### config.mk
export PLATFORM = sky130hd
export DESIGN_NAME = afc_verdict
export DESIGN_NICKNAME = d
export VERILOG_FILES = /design/src/afc_pkg.sv /design/src/afc_verdict.sv
export SDC_FILE = /design/constraint.sdc
export NUM_CORES = 1
export LEC_CHECK = 0
export CORE_UTILIZATION = 30
export DETAILED_ROUTE_END_ITERATION = 10
export DONT_BUFFER_PORTS = 1
export GPL_TIMING_DRIVEN = 1
export PLACE_DENSITY = 0.49
export SLEW_MARGIN = 20
export SYNTH_ARGS = -nofsm -noshare
export SYNTH_HDL_FRONTEND = slang
export SYNTH_SLANG_ARGS = --single-unit
### constraint.sdc
create_clock -name vclk -period 3.3
set_clock_uncertainty 0.15 [all_clocks]
set_input_delay 0.495 -clock vclk [all_inputs]
set_output_delay 0.495 -clock vclk [all_outputs]
set_load 0.02 [all_outputs]
### src/afc_pkg.sv
// ----------------------------------------------------------------------------
// afc_pkg
// Shared types, codes and helper functions for the ASCII frame checker.
// ----------------------------------------------------------------------------
package afc_pkg;

    localparam logic [7:0]  ETX_CODE          = 8'h03;
    localparam logic [7:0]  BROADCAST_STATION = 8'h7F;
    localparam logic [15:0] BAD_FIELD         = 16'h8000;
    localparam int          CMD_COUNT         = 13;

    localparam logic [7:0] CMD_TABLE [CMD_COUNT] = '{
        8'h20, 8'h50, 8'h24, 8'h54, 8'h63, 8'h73,
        8'h60, 8'h61, 8'h62, 8'h70, 8'h71, 8'h72, 8'h64
    };

    // command table positions with their own handling
    localparam logic [3:0] IDX_READ_WORD   = 4'd0;   // 0x20
    localparam logic [3:0] IDX_WRITE_WORD  = 4'd1;   // 0x50
    localparam logic [3:0] IDX_READ_BLOCK  = 4'd2;   // 0x24
    localparam logic [3:0] IDX_WRITE_BLOCK = 4'd3;   // 0x54
    localparam logic [3:0] IDX_FIRST_INT   = 4'd4;   // internal commands start here

    // configuration register indexes
    localparam logic CFG_DEVICE_NUMBER   = 1'b0;
    localparam logic CFG_INTERNAL_ENABLE = 1'b1;

    typedef enum logic [1:0] {
        CS_SEARCH,
        CS_PASS,
        CS_FAIL
    } afc_cs_state_t;

    typedef enum logic [2:0] {
        ST_ACCEPTED   = 3'd0,
        ST_CHECKSUM   = 3'd1,
        ST_NOT_CMD    = 3'd2,
        ST_INT_OFF    = 3'd3,
        ST_COUNT_OVER = 3'd4
    } afc_status_t;

    typedef struct packed {
        logic [7:0] rx_byte;
        logic       frame_end;
    } afc_in_t;

    typedef struct packed {
        logic [2:0]  status;
        logic [3:0]  command_index;
        logic [15:0] address_word;
        logic [15:0] block_count;
    } afc_out_t;

    // frame state after the last byte, handed to the verdict logic
    typedef struct packed {
        afc_cs_state_t cs_state;
        logic [7:0]    station;
        logic [7:0]    device;
        logic [7:0]    command;
        logic          last_etx;
        logic [15:0]   addr_acc;
        logic [15:0]   cnt_acc;
    } afc_frame_t;

    // hex digit value, 16 for anything that is not 0-9 or A-F
    function automatic logic [4:0] hex_value(input logic [7:0] b);
        logic [4:0] v;
        if (b >= 8'h30 && b <= 8'h39) begin
            v = 5'(b - 8'h30);
        end else if (b >= 8'h41 && b <= 8'h46) begin
            v = 5'(b - 8'h37);
        end else begin
            v = 5'd16;
        end
        return v;
    endfunction

    // shift one hex digit into a 4-digit field; a bad digit sticks as BAD_FIELD
    function automatic logic [15:0] add_digit(input logic [15:0] acc,
                                              input logic        first,
                                              input logic [7:0]  b);
        logic [4:0]  t;
        logic [15:0] r;
        t = hex_value(b);
        if (first) begin
            r = t[4] ? BAD_FIELD : {12'd0, t[3:0]};
        end else if (acc[15]) begin
            r = acc;
        end else if (t[4]) begin
            r = BAD_FIELD;
        end else begin
            r = {acc[11:0], t[3:0]};
        end
        return r;
    endfunction

    // returns {found, index}; codes are distinct so the first hit is the only one
    function automatic logic [4:0] cmd_lookup(input logic [7:0] code);
        logic [4:0] r;
        r = 5'd0;
        for (int k = CMD_COUNT - 1; k >= 0; k--) begin
            if (CMD_TABLE[k] == code) begin
                r = {1'b1, 4'(k)};
            end
        end
        return r;
    endfunction

endpackage

### src/afc_verdict.sv
// ----------------------------------------------------------------------------
// afc_verdict
// End-of-frame decision: checksum, command lookup, enables, device match
// and block-count limits, from the frame state including the last byte.
// ----------------------------------------------------------------------------
module afc_verdict #(
    parameter int POS_W           = 9,
    parameter int ADDRESS_OFFSET  = 4,
    parameter int READ_BLOCK_MAX  = 100,
    parameter int WRITE_BLOCK_MAX = 100
) (
    input  afc_pkg::afc_frame_t frame,
    input  logic [POS_W-1:0]    frame_len,
    input  logic [7:0]          device_number,
    input  logic                internal_enable,
    output afc_pkg::afc_out_t   verdict
);
    import afc_pkg::*;

    localparam logic [POS_W-1:0] ADDR_DONE = POS_W'(ADDRESS_OFFSET + 4);
    localparam logic [POS_W-1:0] CNT_DONE  = POS_W'(ADDRESS_OFFSET + 8);
    localparam logic [POS_W-1:0] WB_MIN    = POS_W'(14);
    localparam logic [POS_W-1:0] WB_HDR    = POS_W'(11);
    localparam logic [15:0]      RB_MAX    = 16'(READ_BLOCK_MAX);
    localparam logic [15:0]      WB_MAX    = 16'(WRITE_BLOCK_MAX);

    logic [4:0]       lookup;
    logic             found;
    logic [3:0]       idx;
    logic [15:0]      addr_val;
    logic [15:0]      cnt_val;
    logic             dev_exact;
    logic             dev_bcast;
    logic [POS_W-1:0] wb_body;
    logic [15:0]      wb_count;
    logic             wb_shape_ok;

    assign lookup   = cmd_lookup(frame.command);
    assign found    = lookup[4];
    assign idx      = lookup[3:0];
    assign addr_val = (frame_len >= ADDR_DONE) ? frame.addr_acc : BAD_FIELD;
    assign cnt_val  = (frame_len >= CNT_DONE)  ? frame.cnt_acc  : BAD_FIELD;

    // 9-bit compare so that device 255 plus one never matches
    assign dev_exact = (frame.device == device_number);
    assign dev_bcast = ({1'b0, frame.device} == ({1'b0, device_number} + 9'd1)) &&
                       (frame.station == BROADCAST_STATION);

    assign wb_body     = frame_len - WB_HDR;
    assign wb_count    = 16'(wb_body >> 2);
    assign wb_shape_ok = (frame_len > WB_MIN) && (wb_body[1:0] == 2'b00);

    always_comb begin
        verdict = '0;
        priority if (frame.cs_state != CS_PASS) begin
            verdict.status = ST_CHECKSUM;
        end else if (!found || !frame.last_etx) begin
            verdict.status        = ST_NOT_CMD;
            verdict.command_index = found ? idx : 4'd0;
        end else if (idx >= IDX_FIRST_INT) begin
            verdict.command_index = idx;
            if (internal_enable) begin
                verdict.address_word = addr_val;
            end else begin
                verdict.status = ST_INT_OFF;
            end
        end else begin
            verdict.command_index = idx;
            unique case (idx[1:0])
                IDX_READ_WORD[1:0]: begin
                    if (dev_exact) begin
                        verdict.address_word = addr_val;
                        verdict.block_count  = 16'd1;
                    end else begin
                        verdict.status = ST_NOT_CMD;
                    end
                end
                IDX_WRITE_WORD[1:0]: begin
                    verdict.address_word = addr_val;
                    if (dev_exact || dev_bcast) begin
                        verdict.block_count = 16'd1;
                    end else begin
                        verdict.status = ST_NOT_CMD;
                    end
                end
                IDX_READ_BLOCK[1:0]: begin
                    verdict.address_word = addr_val;
                    verdict.block_count  = cnt_val;
                    if (!dev_exact) begin
                        verdict.status = ST_NOT_CMD;
                    end else if (cnt_val == 16'd0 || cnt_val > RB_MAX) begin
                        verdict.status = ST_COUNT_OVER;
                    end
                end
                IDX_WRITE_BLOCK[1:0]: begin
                    if (wb_shape_ok) begin
                        verdict.address_word = addr_val;
                        verdict.block_count  = wb_count;
                        if (!(dev_exact || dev_bcast)) begin
                            verdict.status = ST_NOT_CMD;
                        end else if (wb_count == 16'd0 || wb_count > WB_MAX) begin
                            verdict.status = ST_COUNT_OVER;
                        end
                    end else begin
                        verdict.status = ST_NOT_CMD;
                    end
                end
                default: verdict.status = ST_NOT_CMD;
            endcase
        end
    end

endmodule

==> reports/results.txt <==
Status - complete, no violations
First-pass DRT Iterations - 4
Unrepaired setup endpoints after global routing - false
Cell internal pwr - 0.0000389 W
Routed wire per std cell - 14.6 um
Pleak - 0.546 nW
Gr usage total - 0.143
Max Clk Rate - 318 MHz
Critical Path AT - 2.50 ns
Filler instances - 436
Worst-margin pin slew - 0.697 ns
Detailed router's first-iteration violation count - 44
Ranking of synthesized cells by area - and3_1 8.1%, xnor2_1 7.8%, and2_1 5.6%
Chip width - 66.0 um
Layout net count - 284
Area of the core - 0.00380 sq mm
Share of the synthesized area in the top cell type - 0.0815
Antenna-violating nets left - 0
Met2 WL - 1.72 mm
Worst slack, placed - 0.0725 ns
Gp weighted congestion - 0.766
Syn Nets - 269
Critical path fanouts, max - 12
Mapped Avg Cell Area - 6.43 sq um
Req. time, crit path - 2.65 ns
Pin count of the biggest net entering global routing - 17
Max Slew Vio Count - 0
Share of cells above drive strength 1 - 0.132
Synthesis-to-finish area growth - 14.5%
Cts-stage hold buffer count - 0
Yosys top cell by area - and3_1
Hold_sp - frame[12]
DR vias - 1490
Sequential power share - 0
Most frequent cell after synthesis - nand2_1
Vias in the first global route - 1271
Uppermost layer routed - met3
Buf/Inv on CP - 1
Die area - 0.00436 sq mm
Via density per instance - 5.91
Crit path capture type - primary output
Starting Density - 0.323
P per Cell Area - 54.9 mW/mm^2
Final setup fails - 0
Cell family with most CP delay - simple AND/OR/NAND/NOR gates
Register area - 0 sq um
Post-Synthesis Cells - 191
Antenna violations before repair - 0
Worst path slowest cell - or4_1
Hold depth - 1
Hold EP - verdict[12]
Final period utilization - 0.952
Critical path's largest stage delay - 0.57 ns
Fin crit period - 3.14 ns
Sw frac - 0.497
Sw power - 0.0000384 W
Unique masters post-synth - 54
Setup WS post-layout - 0.158 ns
First-pass GRT wire length - 5.15 mm
CP Class - input port to primary output
Number of port buffers - 0
Grt ovf - 0
I/O pin cnt - 116
Die height - 66.0 um
Worst rel slew slack - 0.531
Dpl hpwl - 3.14 mm
Peak supply drop - 0.0261 mV
Synth cell count leaders - 18 x nand2_1, 16 x and3_1, 13 x nor2_1
Synth warn - 0
HP Class - input port to primary output
Clock buffers - 0
Maxcap violations - 0
Total Wirelength - 3.67 mm
Worst Setup Start Kind - input port
DRC - 0
FP Rows - 22
Comb pwr share - 1.000
Routed wl met3 - 325 um
Clock network fraction of total power - 0
M1 WL - 1.62 mm
TNS Setup - 0 ns
Final hold violation count - 0
Sequential area share after synthesis - 0
Crit path cell chain - or4_1 -> a211oi_1 -> a41o_2 -> or3_4 -> a31oi_4 -> nor3b_4 -> a21boi_1 -> buf_4
Post-Syn Area - 0.00123 sq mm
Seq cells - 0
Ant diodes - 0
[area by class of cell]
type	instances	area (sq um)	share of cell area
repair buffers	17	128	0.0907
multi-input cells	183	1200	0.856
well taps	48	60.1	0.0427
inverters	4	15.0	0.0107
[worst max path at each step]
| stage | from | endpoint | slack (ns) | cells past startpoint |
|---|---|---|---|---|
| finish | frame[34] | verdict[31] | 0.16 | 8 |
| global route | frame[34] | verdict[31] | 0.01 | 8 |
| detailed placement | frame[34] | verdict[31] | 0.07 | 8 |
| CTS | frame[34] | verdict[31] | 0.06 | 8 |
| floorplan | frame[34] | verdict[31] | 0.26 | 8 |
| global placement | frame[34] | verdict[31] | 0.14 | 8 |
[layout by cell type (no fill, tap or decap), drive strengths merged, types with 2 or more instances in the layout]
cell type  instances
nand2             18
buf               17
and3              16
nor2              13
and2              12
xnor2             11
nor3              11
a21oi              9
o21ai              9
nand2b             9
nand3              8
nor4               7
xor2               5
nand3b             4
nor2b              4
inv                4
or3                4
nand4b             3
a31oi              3
or4                2
a211oi             2
a21o               2
nand4              2
mux2i              2
and4               2
o21a               2
o311ai             2
nor3b              2
a31o               2
[cell families after synthesis]
family,synth area share
multiplexers,0.0163
AO/OA/AOI/OAI,0.248
buffers and inverters,0.0295
XOR/XNOR,0.114
adder cells (fa/ha/maj),0.0102
AND/OR/NAND/NOR,0.581
[metal layers]
layer / vias up / track usage
met5: - / 0
met4: 0 / 0
met3: 0 / 0.0259
met2: 68 / 0.247
met1: 671 / 0.195
li1: 751 / -
[power groups by stage]
stage	registers (W)	logic, W	clock network, W
global route	0	0.0000861	0
floorplan	0	0.0000644	0
finish	0	0.0000772	0
detailed placement	0	0.0000767	0
CTS	0	0.0000773	0
global placement	0	0.0000767	0
[what timing repair did]
action | CTS | global route
setup endpoints to repair | 0 | 13
resized for setup | 0 | 2
buffers inserted | 0 | 0
[through the flow]
stage | cells | util | total power, W | hold slack (ns) | cell area (sq um)
floorplan | 191 | - | 0.0000644 | 0.979 | 1230
detailed placement | 252 | 0.367 | 0.0000767 | 1.03 | 1400
global route | 252 | 0.370 | 0.0000861 | 1.03 | 1410
global placement | 252 | 0.367 | 0.0000767 | 1.03 | 1400
CTS | 252 | 0.367 | 0.0000773 | 1.03 | 1400
finish | 252 | 0.370 | 0.0000772 | 1.02 | 1410
No activity file was read; power rests on OpenSTA's default activity.
